<file path="config.mk">
export PLATFORM = sky130hd
export DESIGN_NAME = http_get_request_parser
export DESIGN_NICKNAME = d
export VERILOG_FILES = /design/src/rtl/hgp_pkg.sv /design/src/rtl/hgp_parser.sv /design/src/rtl/hgp_out_queue.sv /design/src/rtl/http_get_request_parser.sv
export SDC_FILE = /design/constraint.sdc
export NUM_CORES = 1
export LEC_CHECK = 0
export BUFFER_PORTS_ARGS = -buffer_cell sky130_fd_sc_hd__buf_2
export CORE_MARGIN = 5
export CORE_UTILIZATION = 54
export CTS_CLUSTER_DIAMETER = 80
export DETAILED_ROUTE_END_ITERATION = 6
export PLACE_DENSITY = 0.72
export SLEW_MARGIN = 0
export SYNTH_ARGS = -nofsm -noshare
export SYNTH_HDL_FRONTEND = slang
export SYNTH_HIERARCHICAL = 1
export SYNTH_SLANG_ARGS = --single-unit
</file>
<file path="constraint.sdc">
create_clock -name clk -period 9.2 [get_ports clk]
set_input_delay 0.46 -clock clk [delete_from_list [all_inputs] [get_ports clk]]
set_output_delay 0.46 -clock clk [all_outputs]
set_load 0.05 [all_outputs]
</file>
<file path="src/rtl/hgp_pkg.sv">
// ----------------------------------------------------------------------------
// hgp_pkg
// shared types, codes and literal tables of the get request parser
// ----------------------------------------------------------------------------
package hgp_pkg;

	localparam int unsigned Q_DEPTH = 4;
	localparam int unsigned Q_PTR_W = 2;
	localparam int unsigned Q_CNT_W = 3;

	localparam logic [7:0] CH_CR    = 8'd13;
	localparam logic [7:0] CH_LF    = 8'd10;
	localparam logic [7:0] CH_SP    = 8'd32;
	localparam logic [7:0] CH_TAB   = 8'd9;
	localparam logic [7:0] CH_COLON = 8'd58;
	localparam logic [7:0] CH_NUL   = 8'd0;

	localparam logic [3:0] METHOD_LEN  = 4'd4;
	localparam logic [3:0] VERSION_LEN = 4'd10;
	localparam logic [3:0] CONN_LEN    = 4'd10;

	localparam logic [1:0] CFG_PATH_LIMIT  = 2'd0;
	localparam logic [1:0] CFG_VALUE_LIMIT = 2'd1;

	typedef enum logic [2:0] {
		K_NONE   = 3'd0,
		K_PATH   = 3'd1,
		K_VALUE  = 3'd2,
		K_ACCEPT = 3'd3,
		K_REJECT = 3'd4
	} kind_t;

	typedef enum logic [8:0] {
		PH_METHOD  = 9'b000000001,
		PH_PATH    = 9'b000000010,
		PH_VERSION = 9'b000000100,
		PH_LINE    = 9'b000001000,
		PH_BLANK   = 9'b000010000,
		PH_SKIP    = 9'b000100000,
		PH_SPACE   = 9'b001000000,
		PH_VALUE   = 9'b010000000,
		PH_DONE    = 9'b100000000
	} phase_t;

	typedef struct packed {
		kind_t      kind;
		logic [7:0] data;
		logic       last;
	} result_t;

	typedef struct packed {
		logic [1:0] cnt;
		result_t    r0;
		result_t    r1;
	} push_t;

	function automatic logic [7:0] lit_method(input logic [1:0] idx);
		logic [7:0] c;
		case (idx)
			2'd0:    c = 8'h47;
			2'd1:    c = 8'h45;
			2'd2:    c = 8'h54;
			default: c = 8'h20;
		endcase
		return c;
	endfunction

	function automatic logic [7:0] lit_version(input logic [3:0] idx);
		logic [7:0] c;
		case (idx)
			4'd0:    c = 8'h48;
			4'd1:    c = 8'h54;
			4'd2:    c = 8'h54;
			4'd3:    c = 8'h50;
			4'd4:    c = 8'h2f;
			4'd5:    c = 8'h31;
			4'd6:    c = 8'h2e;
			4'd7:    c = 8'h31;
			4'd8:    c = 8'h0d;
			4'd9:    c = 8'h0a;
			default: c = 8'h00;
		endcase
		return c;
	endfunction

	function automatic logic [7:0] lit_conn(input logic [3:0] idx);
		logic [7:0] c;
		case (idx)
			4'd0:    c = 8'h63;
			4'd1:    c = 8'h6f;
			4'd2:    c = 8'h6e;
			4'd3:    c = 8'h6e;
			4'd4:    c = 8'h65;
			4'd5:    c = 8'h63;
			4'd6:    c = 8'h74;
			4'd7:    c = 8'h69;
			4'd8:    c = 8'h6f;
			4'd9:    c = 8'h6e;
			default: c = 8'h00;
		endcase
		return c;
	endfunction

	function automatic logic [7:0] to_lower(input logic [7:0] b);
		return (b >= 8'h41 && b <= 8'h5a) ? 8'(b + 8'd32) : b;
	endfunction

endpackage

</file>
<file path="src/rtl/hgp_parser.sv">
// ----------------------------------------------------------------------------
// hgp_parser
// per-byte parser state machine, produces up to two result words per byte
// ----------------------------------------------------------------------------
module hgp_parser (
	input  logic             clk,
	input  logic             arst_n,
	input  logic             fire,
	input  logic [7:0]       data_byte,
	input  logic             start_of_request,
	input  logic [7:0]       path_limit,
	input  logic [7:0]       value_limit,
	output hgp_pkg::push_t   push
);

	hgp_pkg::phase_t phase_q, n_ph;
	logic [3:0]      mp_q, n_mp;
	logic [7:0]      ec_q, n_ec;
	logic            cr_q, n_cr;

	hgp_pkg::kind_t  rk [2];
	logic [7:0]      rb [2];
	logic [1:0]      cnt;

	always_comb begin
		hgp_pkg::phase_t ph;
		logic            rej;
		logic            do_val;
		logic [7:0]      b;

		b      = data_byte;
		ph     = start_of_request ? hgp_pkg::PH_METHOD : phase_q;
		n_mp   = start_of_request ? 4'd0 : mp_q;
		n_ec   = start_of_request ? 8'd0 : ec_q;
		n_cr   = start_of_request ? 1'b0 : cr_q;
		n_ph   = ph;
		rej    = 1'b0;
		do_val = 1'b0;
		cnt    = 2'd0;
		rk[0]  = hgp_pkg::K_NONE;
		rk[1]  = hgp_pkg::K_NONE;
		rb[0]  = 8'd0;
		rb[1]  = 8'd0;

		case (ph)
			hgp_pkg::PH_METHOD: begin
				if (n_mp < hgp_pkg::METHOD_LEN && b == hgp_pkg::lit_method(n_mp[1:0])) begin
					n_mp = 4'(n_mp + 4'd1);
					if (n_mp == hgp_pkg::METHOD_LEN) begin
						n_ph = hgp_pkg::PH_PATH;
						n_mp = 4'd0;
						n_ec = 8'd0;
					end
				end else begin
					rej = 1'b1;
				end
			end
			hgp_pkg::PH_PATH: begin
				if (b == hgp_pkg::CH_NUL) begin
					rej = 1'b1;
				end else if (b == hgp_pkg::CH_SP) begin
					if (n_mp == 4'd0) begin
						rej = 1'b1;
					end else begin
						n_ph = hgp_pkg::PH_VERSION;
						n_mp = 4'd0;
					end
				end else begin
					n_mp = 4'd1;
					if (n_ec < path_limit) begin
						n_ec  = 8'(n_ec + 8'd1);
						rk[0] = hgp_pkg::K_PATH;
						rb[0] = b;
						cnt   = 2'd1;
					end
				end
			end
			hgp_pkg::PH_VERSION: begin
				if (n_mp < hgp_pkg::VERSION_LEN && b == hgp_pkg::lit_version(n_mp)) begin
					n_mp = 4'(n_mp + 4'd1);
					if (n_mp == hgp_pkg::VERSION_LEN) begin
						n_ph = hgp_pkg::PH_LINE;
						n_mp = 4'd0;
					end
				end else begin
					rej = 1'b1;
				end
			end
			hgp_pkg::PH_LINE: begin
				if (b == hgp_pkg::CH_NUL) begin
					rej = 1'b1;
				end else if (n_mp >= hgp_pkg::CONN_LEN) begin
					if (b == hgp_pkg::CH_COLON) begin
						n_ph = hgp_pkg::PH_SPACE;
						n_ec = 8'd0;
						n_cr = 1'b0;
					end else begin
						rej = 1'b1;
					end
				end else if (n_mp == 4'd0 && b == hgp_pkg::CH_CR) begin
					n_ph = hgp_pkg::PH_BLANK;
				end else if (hgp_pkg::to_lower(b) == hgp_pkg::lit_conn(n_mp)) begin
					n_mp = 4'(n_mp + 4'd1);
				end else begin
					n_ph = hgp_pkg::PH_SKIP;
					n_cr = (b == hgp_pkg::CH_CR);
				end
			end
			hgp_pkg::PH_BLANK: begin
				if (b == hgp_pkg::CH_NUL) begin
					rej = 1'b1;
				end else if (b == hgp_pkg::CH_LF) begin
					n_ph  = hgp_pkg::PH_DONE;
					rk[0] = hgp_pkg::K_ACCEPT;
					rb[0] = 8'd0;
					cnt   = 2'd1;
				end else begin
					n_ph = hgp_pkg::PH_SKIP;
					n_cr = (b == hgp_pkg::CH_CR);
				end
			end
			hgp_pkg::PH_SKIP: begin
				if (b == hgp_pkg::CH_NUL) begin
					rej = 1'b1;
				end else if (n_cr && b == hgp_pkg::CH_LF) begin
					n_cr = 1'b0;
					n_ph = hgp_pkg::PH_LINE;
					n_mp = 4'd0;
				end else begin
					n_cr = (b == hgp_pkg::CH_CR);
				end
			end
			hgp_pkg::PH_SPACE: begin
				if (b == hgp_pkg::CH_NUL) begin
					rej = 1'b1;
				end else if (b != hgp_pkg::CH_SP && b != hgp_pkg::CH_TAB) begin
					do_val = 1'b1;
				end
			end
			hgp_pkg::PH_VALUE: begin
				if (b == hgp_pkg::CH_NUL) begin
					rej = 1'b1;
				end else begin
					do_val = 1'b1;
				end
			end
			hgp_pkg::PH_DONE: begin
				n_ph = hgp_pkg::PH_DONE;
			end
			default: begin
				n_ph = hgp_pkg::PH_DONE;
			end
		endcase

		// value byte, with a held carriage return and the end of the header line
		if (do_val) begin
			n_ph = hgp_pkg::PH_VALUE;
			if (n_cr && b == hgp_pkg::CH_LF) begin
				n_cr = 1'b0;
				n_ph = hgp_pkg::PH_LINE;
				n_mp = 4'd0;
				n_ec = 8'd0;
			end else begin
				if (n_cr) begin
					n_cr = 1'b0;
					if (n_ec < value_limit) begin
						n_ec  = 8'(n_ec + 8'd1);
						rk[0] = hgp_pkg::K_VALUE;
						rb[0] = hgp_pkg::CH_CR;
						cnt   = 2'd1;
					end
				end
				if (b == hgp_pkg::CH_CR) begin
					n_cr = 1'b1;
				end else if (n_ec < value_limit) begin
					n_ec       = 8'(n_ec + 8'd1);
					rk[cnt[0]] = hgp_pkg::K_VALUE;
					rb[cnt[0]] = b;
					cnt        = 2'(cnt + 2'd1);
				end
			end
		end

		if (rej) begin
			n_ph  = hgp_pkg::PH_DONE;
			n_cr  = 1'b0;
			rk[0] = hgp_pkg::K_REJECT;
			rb[0] = 8'd0;
			cnt   = 2'd1;
		end
	end

	always_comb begin
		push.cnt     = fire ? cnt : 2'd0;
		push.r0.kind = rk[0];
		push.r0.data = rb[0];
		push.r0.last = (cnt == 2'd1);
		push.r1.kind = rk[1];
		push.r1.data = rb[1];
		push.r1.last = 1'b1;
	end

	always_ff @(posedge clk or negedge arst_n) begin
		if (!arst_n) begin
			phase_q <= hgp_pkg::PH_METHOD;
			mp_q    <= 4'd0;
			ec_q    <= 8'd0;
			cr_q    <= 1'b0;
		end else if (fire) begin
			phase_q <= n_ph;
			mp_q    <= n_mp;
			ec_q    <= n_ec;
			cr_q    <= n_cr;
		end
	end

endmodule

</file>
<file path="src/rtl/hgp_out_queue.sv">
// ----------------------------------------------------------------------------
// hgp_out_queue
// result queue, takes up to two words per cycle and hands out one
// ----------------------------------------------------------------------------
module hgp_out_queue (
	input  logic              clk,
	input  logic              arst_n,
	input  hgp_pkg::push_t    push,
	output logic              room,
	output logic              m_tvalid,
	input  logic              m_tready,
	output hgp_pkg::result_t  head
);

	hgp_pkg::result_t                entry_q [hgp_pkg::Q_DEPTH];
	logic [hgp_pkg::Q_PTR_W-1:0]     wr_q, rd_q;
	logic [hgp_pkg::Q_CNT_W-1:0]     count_q;
	logic                            pop;
	logic [hgp_pkg::Q_PTR_W-1:0]     wr_nx;

	assign pop      = m_tvalid && m_tready;
	assign m_tvalid = (count_q != '0);
	assign room     = (count_q <= hgp_pkg::Q_CNT_W'(hgp_pkg::Q_DEPTH - 2));
	assign head     = entry_q[rd_q];
	assign wr_nx    = hgp_pkg::Q_PTR_W'(wr_q + 1'b1);

	always_ff @(posedge clk) begin
		if (push.cnt != 2'd0) begin
			entry_q[wr_q] <= push.r0;
		end
		if (push.cnt == 2'd2) begin
			entry_q[wr_nx] <= push.r1;
		end
	end

	always_ff @(posedge clk or negedge arst_n) begin
		if (!arst_n) begin
			wr_q    <= '0;
			rd_q    <= '0;
			count_q <= '0;
		end else begin
			wr_q    <= hgp_pkg::Q_PTR_W'(wr_q + push.cnt);
			if (pop) begin
				rd_q <= hgp_pkg::Q_PTR_W'(rd_q + 1'b1);
			end
			count_q <= hgp_pkg::Q_CNT_W'(count_q + push.cnt - {2'b00, pop});
		end
	end

endmodule

</file>
<file path="src/rtl/http_get_request_parser.sv">
// ----------------------------------------------------------------------------
// http_get_request_parser
// byte stream parser for the request line and connection header of a get
// ----------------------------------------------------------------------------
// s_tdata carries one request byte a word, s_tuser marks the first byte of a
// new request. each accepted byte updates the parser state in the same cycle
// and pushes zero, one or two result words into a four-word output queue.
// m_tdata is the path or value byte, m_tuser the result kind, m_tlast marks
// the final word caused by one input byte. m_* is read from the queue.
// throughput: one byte per cycle while the receiver takes one word per
// cycle and no byte yields two words; s_tready drops when fewer than two
// queue slots are free.
// cfg_* writes path_limit (index 0) or value_limit (index 1); cfg_ready is
// always high, other indexes are ignored. write only while idle.
// reset: parser waits for a method, queue empty, both limits 199.
// a stalled receiver fills the queue and then holds off the input side.
// ----------------------------------------------------------------------------
module http_get_request_parser (
	input  logic       clk,
	input  logic       arst_n,
	input  logic       s_tvalid,
	output logic       s_tready,
	input  logic [7:0] s_tdata,   // data_byte
	input  logic       s_tuser,   // start_of_request
	output logic       m_tvalid,
	input  logic       m_tready,
	output logic [7:0] m_tdata,   // out_byte
	output logic [2:0] m_tuser,   // out_kind
	output logic       m_tlast,
	input  logic       cfg_valid,
	output logic       cfg_ready,
	input  logic [1:0] cfg_index,
	input  logic [7:0] cfg_data
);

	logic              fire;
	logic              room;
	logic [7:0]        path_limit_q, value_limit_q;
	hgp_pkg::push_t    push;
	hgp_pkg::result_t  head;

	assign s_tready  = room;
	assign fire      = s_tvalid && s_tready;
	assign cfg_ready = 1'b1;

	always_ff @(posedge clk or negedge arst_n) begin
		if (!arst_n) begin
			path_limit_q  <= 8'd199;
			value_limit_q <= 8'd199;
		end else if (cfg_valid && cfg_ready) begin
			case (cfg_index)
				hgp_pkg::CFG_PATH_LIMIT:  path_limit_q  <= cfg_data;
				hgp_pkg::CFG_VALUE_LIMIT: value_limit_q <= cfg_data;
				default: ;
			endcase
		end
	end

	hgp_parser u_parser (
		.clk              (clk),
		.arst_n           (arst_n),
		.fire             (fire),
		.data_byte        (s_tdata),
		.start_of_request (s_tuser),
		.path_limit       (path_limit_q),
		.value_limit      (value_limit_q),
		.push             (push)
	);

	hgp_out_queue u_queue (
		.clk      (clk),
		.arst_n   (arst_n),
		.push     (push),
		.room     (room),
		.m_tvalid (m_tvalid),
		.m_tready (m_tready),
		.head     (head)
	);

	assign m_tdata = head.data;
	assign m_tuser = head.kind;
	assign m_tlast = head.last;

	a_push_needs_fire: assert property (@(posedge clk) disable iff (!arst_n)
		!fire |-> push.cnt == 2'd0)
		else $error("results pushed without an accepted byte");

	a_pair_is_value: assert property (@(posedge clk) disable iff (!arst_n)
		push.cnt == 2'd2 |-> push.r0.kind == hgp_pkg::K_VALUE
			&& push.r1.kind == hgp_pkg::K_VALUE && !push.r0.last)
		else $error("two results from one byte that are not a value pair");

	a_reject_alone: assert property (@(posedge clk) disable iff (!arst_n)
		(push.cnt != 2'd0 && push.r0.kind == hgp_pkg::K_REJECT) |-> push.cnt == 2'd1)
		else $error("reject pushed together with another result");

	a_out_kind_valid: assert property (@(posedge clk) disable iff (!arst_n)
		m_tvalid |-> (m_tuser == hgp_pkg::K_PATH || m_tuser == hgp_pkg::K_VALUE
			|| m_tuser == hgp_pkg::K_ACCEPT || m_tuser == hgp_pkg::K_REJECT))
		else $error("output word with an empty kind");

endmodule
</file>
# --- Word-level counts from Yosys, hierarchy flattened ---
# Memories as Yosys holds them, arrays and structs flattened.
# Index checks and enable logic that the tools add are counted.
classes:
  addsub: 11
  order_cmp: 11
  eq_ne: 24
  mux: 146
  bitwise_logic: 4
  n_reduce_logical: 20
op_table:
  columns: ["op", "n"]
  rows:
  - ["$mux W8", 35]
  - ["$mux W9", 19]
  - ["$mux W16", 4]
  - ["$mux W4", 16]
  - ["$pmux W9 S7", 1]
  - ["$mux W1", 33]
  - ["$mux W2", 14]
  - ["$mux W3", 9]
  - ["$add A8 B1 Y8 const B", 3]
  - ["$eq A8 B8 Y1", 3]
  - ["$lt A8 B8 Y1", 3]
  - ["$mux W6", 4]
  - ["$pmux W8 S3", 1]
  - ["$pmux W7 S3", 1]
  - ["$pmux W4 S5", 1]
  - ["$bwmux W16", 1]
  - ["$eq A8 B4 Y1 const B", 2]
  - ["$eq A8 B6 Y1 const B", 2]
  - ["$logic_and A1 B1 Y1", 10]
  - ["$eq A9 B1 Y1 const B", 1]
  - ["$eq A9 B2 Y1 const B", 1]
  - ["$eq A9 B3 Y1 const B", 1]
  - ["$eq A9 B4 Y1 const B", 1]
  - ["$eq A9 B5 Y1 const B", 1]
  - ["42 further kinds", 49]
word_totals:
  reg_bits: 45
  ramBits: 48
  romBits: 224
  in_bits: 24
  mem_count: 3
mem_list:
  columns: ["name", "depth", "width", "read_ports", "rd_clocked_by_memory_dff", "write_ports", "line", "text"]
  rows:
  - ["(name not given)", 16, 7, 1, 0, 0, "hgp_pkg.sv:70", "case (idx)"]
  - ["(name not given)", 16, 7, 1, 0, 0, "hgp_pkg.sv:88", "case (idx)"]
  - ["u_queue.entry_q", 4, 12, 1, 0, 2, "hgp_out_queue.sv:15", "hgp_pkg::result_t entry_q [hgp_pkg::Q_DEPTH];"]

# --- Longest topological paths before layout ---
depth:
  ltp_word: 28
  mapped_depth: 42

# --- By module ---
# The synthesis kept the hierarchy.
modules_own_cells:
  columns: ["mod", "n_inst", "cells_each", "area_per_inst_um2", "seq_area_each_um2"]
  rows:
  - ["hgp_parser", 1, 586, 4093.9, 551.8]
  - ["hgp_out_queue", 1, 156, 2911.5, 1616.6]
  - ["http_get_request_parser", 1, 37, 640.6, 412.9]

# --- Worst setup path after synthesis ---
# OpenSTA, ideal clock, no wires.
synth_path:
  path_type: "input-to-reg"
  startpoint: "input s_tuser"
  endpoint: "memory u_queue/entry_q[0][0] (netlist bit) (enable)"
  setup_time_ns: 0.400
  arrival_time_ns: 8.085
  required_ns: 8.800
  path_slack_ns: 0.715
  cell_stages: 37
  cell_sequence: "buf_6 > clkbuf_1 > buf_1 > nor2b_1 > ha_1 > a211oi_1 > nor2_1 > or3_1 > clkbuf_1 > nor3_1 > nand3_1 > xor2_1 > o21ai_0 > ha_1 > a21oi_1 > o2111ai_1 > o21ba_2 > o211ai_1 > a2bb2oi_1 > a221oi_2 > buf_2 > nand2_1 > nor3_1 > xnor2_1 > ha_1 > a21o_1 > a21o_1 > a21oi_1 > nand3_1 > o21a_2 > inv_2 > ha_1 > o22a_1 > nor2_1 > nor2b_1 > nor2_1 > o31ai_1"
synth_rtl:
  columns: ["item", "line", "text"]
  rows:
  - ["start: declaration", "http_get_request_parser.sv:24", "input logic s_tuser,"]
  - ["end: declaration", "hgp_out_queue.sv:15", null]

==> out/qor.txt <==
Initial antenna violation count -> 0
Initial core utilization -> 0.551
Layout Nets -> 856
Comb pwr share -> 0.375
Reg2reg path depth -> 33
Tmin final -> 8.52 ns
First-pass GRT wire length -> 31.9 mm
Worst vdd ir -> 0.106 mV
Top-area cell type share of the netlist area -> 0.189
Seq pwr share -> 0.383
Max Fclk -> 117 MHz
EDFF count, synth -> 48
Switch Pwr -> 0.608 mW
CP most frequent cell -> ha_1
Die X -> 129 um
Sequential share of the synthesized area -> 0.338
Final hold slack -> 0.293 ns
CTS max path bufs -> 2
Io pins -> 39
GRT overflow -> 0
Ranking of synthesized cells by area -> edfxtp_1 (19%), dfrtp_1 (11%), ha_1 (5.6%)
Mapped Cells -> 779
Pin slew with the least headroom to its limit -> 1.02 ns
Num rows -> 43
Slowest CP cell -> and4bb_4
Internal power -> 0.931 mW
CTS Sinks -> 93
Fin crit share -> 0.926
Worst Skew -> 0.00973 ns
Relative slew slack -> 0.320
Yosys Warn Count -> 6
Post-route ant nets -> 0
Yosys reg bits -> 93
Clock Power Share -> 0.243
Final hold vios -> 0
GRT Total Usage -> 0.240
RSZ-0062 raised after global routing -> no
Post-synthesis cell area -> 0.00765 mm2
Hold Buf Count CTS -> 0
Final HPWL DP -> 14.7 mm
Clk root buf -> clkbuf_16
Crit path kind -> flip-flop to flip-flop
DIE AREA -> 0.0166 mm2
Num CTS Buffers -> 9
Layout cells sized above 1 -> 0.223
Ys async rst share -> 0.484
Critical Path RT -> 9.21 ns
Hold Path Class -> primary input to async pin
Layout Area Growth over Synthesis -> 7.49%
WL per Instance -> 20.1 um
Worst EP arrival -> 8.53 ns
Critical path depth -> 33
Power Density -> 187 mW/mm2
IO Port Bufs -> 37
DRT iter0 DRCs -> 679
Slowest stage delay, CP -> 0.58 ns
H-tree lvl count -> 3
CP max FO -> 13
Via density -> 6.46
Count of cell types in the netlist -> 90
CTS tree -> done
Vias in the first global route -> 6141
Final Instance Area -> 0.00822 mm2
Setup TNS -> 0 ns
Largest net degree at the start of global routing -> 46
Synth Flop Type -> edfxtp_1
Crit path buf inv count -> 2
Crit start category -> flip-flop
Final max-slew violation count -> 0
Worst-Skew Late Latency -> 0.35 ns
Final setup viols -> 0
Pre-antenna DRT Iters -> 6
Core footprint -> 0.0139 mm2
Placement-stage cell area -> 0.00793 mm2
Critical path's top delay family -> compound AO/OA/AOI/OAI gates
CTS resizes -> 0
Pleak -> 3.29 nW
Outcome -> complete, no violations
Worst-path clk slew -> 0.07 ns
Antenna Cells -> 0
Sw frac -> 0.395
Final Core Density -> 0.592
Number of setup buffers added after CTS -> 0
Routability-driven placement congestion ratio -> 0.955
Max-cap violations -> 0
Critical Path Sink Type -> flip-flop
Total number of vias -> 6343
Leading area contributor after synthesis -> edfxtp_1
WL final -> 19.8 mm
# DRC -> 0
Die height -> 129 um
Average cell area after synthesis -> 9.82 um2
cells in the mapped netlist, types with 4 or more instances:
| library cell | count |
|---|---|
| inv_1 | 48 |
| buf_4 | 6 |
| clkbuf_1 | 26 |
| and4_1 | 5 |
| o32ai_1 | 4 |
| mux2_4 | 28 |
| nand4_1 | 15 |
| or4_1 | 4 |
| or3_1 | 14 |
| buf_6 | 4 |
| edfxtp_1 | 48 |
| o31ai_1 | 5 |
| mux2_2 | 27 |
| buf_2 | 7 |
| nand3_1 | 19 |
| a31oi_1 | 10 |
| nor3_1 | 15 |
| o22ai_1 | 12 |
| xor2_1 | 15 |
| mux2_1 | 10 |
| o21ai_1 | 8 |
| o221ai_1 | 4 |
| a21o_1 | 10 |
| nor2b_1 | 17 |
| mux4_2 | 12 |
| nand2b_1 | 12 |
| o21ai_0 | 34 |
| a22oi_1 | 5 |
| and2_1 | 13 |
| ha_1 | 34 |
| nor2_1 | 52 |
| and3_1 | 9 |
| nor4_1 | 7 |
| a211oi_1 | 6 |
| a21oi_1 | 32 |
| dfstp_2 | 11 |
| dfrtp_1 | 34 |
| xnor2_1 | 19 |
| nand2_1 | 46 |
cell families (layout without fill, tap and decap cells):
family	count (synthesis)	in the layout	share of synthesized area
compound gates	176	176	0.156
xor+xnor	35	35	0.0411
fa+ha+maj	35	35	0.0583
buf+inv	98	120	0.0583
flops	93	93	0.338
mux	80	80	0.149
other cells	3	4	0.00147
simple gates	259	259	0.198
per-layer routing:
layer  GRT usage  vias to the layer above  routed length, um
met5           0                        -                  0
met4      0.0723                        0                361
met3      0.0332                       44               1420
met2       0.401                      299               9670
met1       0.324                     3060               8300
li1            -                     2940                  -
power groups by stage:
stage	sequential [mW]	combinational (mW)	clock (mW)
after floorplan	0.543	0.490	0
after global placement	0.595	0.563	0
after detailed placement	0.597	0.576	0
after CTS	0.590	0.578	0.376
after global routing	0.601	0.627	0.393
final	0.589	0.577	0.373
per-stage QoR:
| step | power [mW] | std cells | worst slack (ns) |
|---|---|---|---|
| detailed placement | 1.17 | 966 | 0.585 |
| CTS | 1.54 | 982 | 0.783 |
| finish | 1.54 | 982 | 0.684 |
| global route | 1.62 | 982 | 0.181 |
| global placement | 1.16 | 966 | 0.827 |
| floorplan | 1.03 | 780 | 0.715 |
layout make-up:
class | count | area, um2
Clock inverter | 4 | 51.3
Tap cell | 180 | 225
Sequential cell | 93 | 2580
Multi-Input combinational cell | 589 | 4630
Inverter | 51 | 191
Fill cell | 1168 | 5660
Clock buffer | 12 | 236
Timing Repair Buffer | 53 | 305
registers in the layout, indices dropped and copies added, names as in the netlist:
signal	count
u_queue/wr_q	2
u_parser/phase_q	9
u_parser/ec_q	8
value_limit_q	8
u_queue/count_q	3
u_parser/cr_q	1
path_limit_q	8
u_parser/mp_q	4
u_queue/rd_q	2
u_queue/entry_q	48
worst paths after layout:
| kind | from | endpoint | slack (ns) |
|---|---|---|---|
| worst min-delay path | arst_n | u_parser/phase_q[5] | 0.29 |
| max in group asynchronous | arst_n | u_parser/ec_q[0] | 8.29 |
| worst max-delay path | u_parser/ec_q[5] | u_queue/entry_q[2][7] | 0.68 |
| worst max register to register | u_parser/ec_q[5] | u_queue/entry_q[2][7] | 0.68 |
| worst min register to register | path_limit_q[5] | path_limit_q[5] | 0.51 |
| min in group clk | cfg_data[0] | path_limit_q[0] | 0.37 |
layout by cell type (no fill, tap or decap), types with 8 or more instances in the layout:
cell       netlist  routed
a21o_1          10      10
a21oi_1         32      32
a31oi_1         10      10
and2_1          13      13
and3_1           9       9
buf_2            7      37
buf_4            6      16
clkbuf_16        0       9
dfrtp_1         34      34
dfstp_2         11      11
edfxtp_1        48      48
ha_1            34      34
inv_1           48      48
mux2_1          10      10
mux2_2          27      27
mux2_4          28      28
mux4_2          12      12
nand2_1         46      46
nand2b_1        12      12
nand3_1         19      19
nand4_1         15      15
nor2_1          52      52
nor2b_1         17      17
nor3_1          15      15
o21ai_0         34      34
o21ai_1          8       8
o22ai_1         12      12
or3_1           14      14
xnor2_1         19      19
xor2_1          15      15
(Power assumes the default switching activity.)
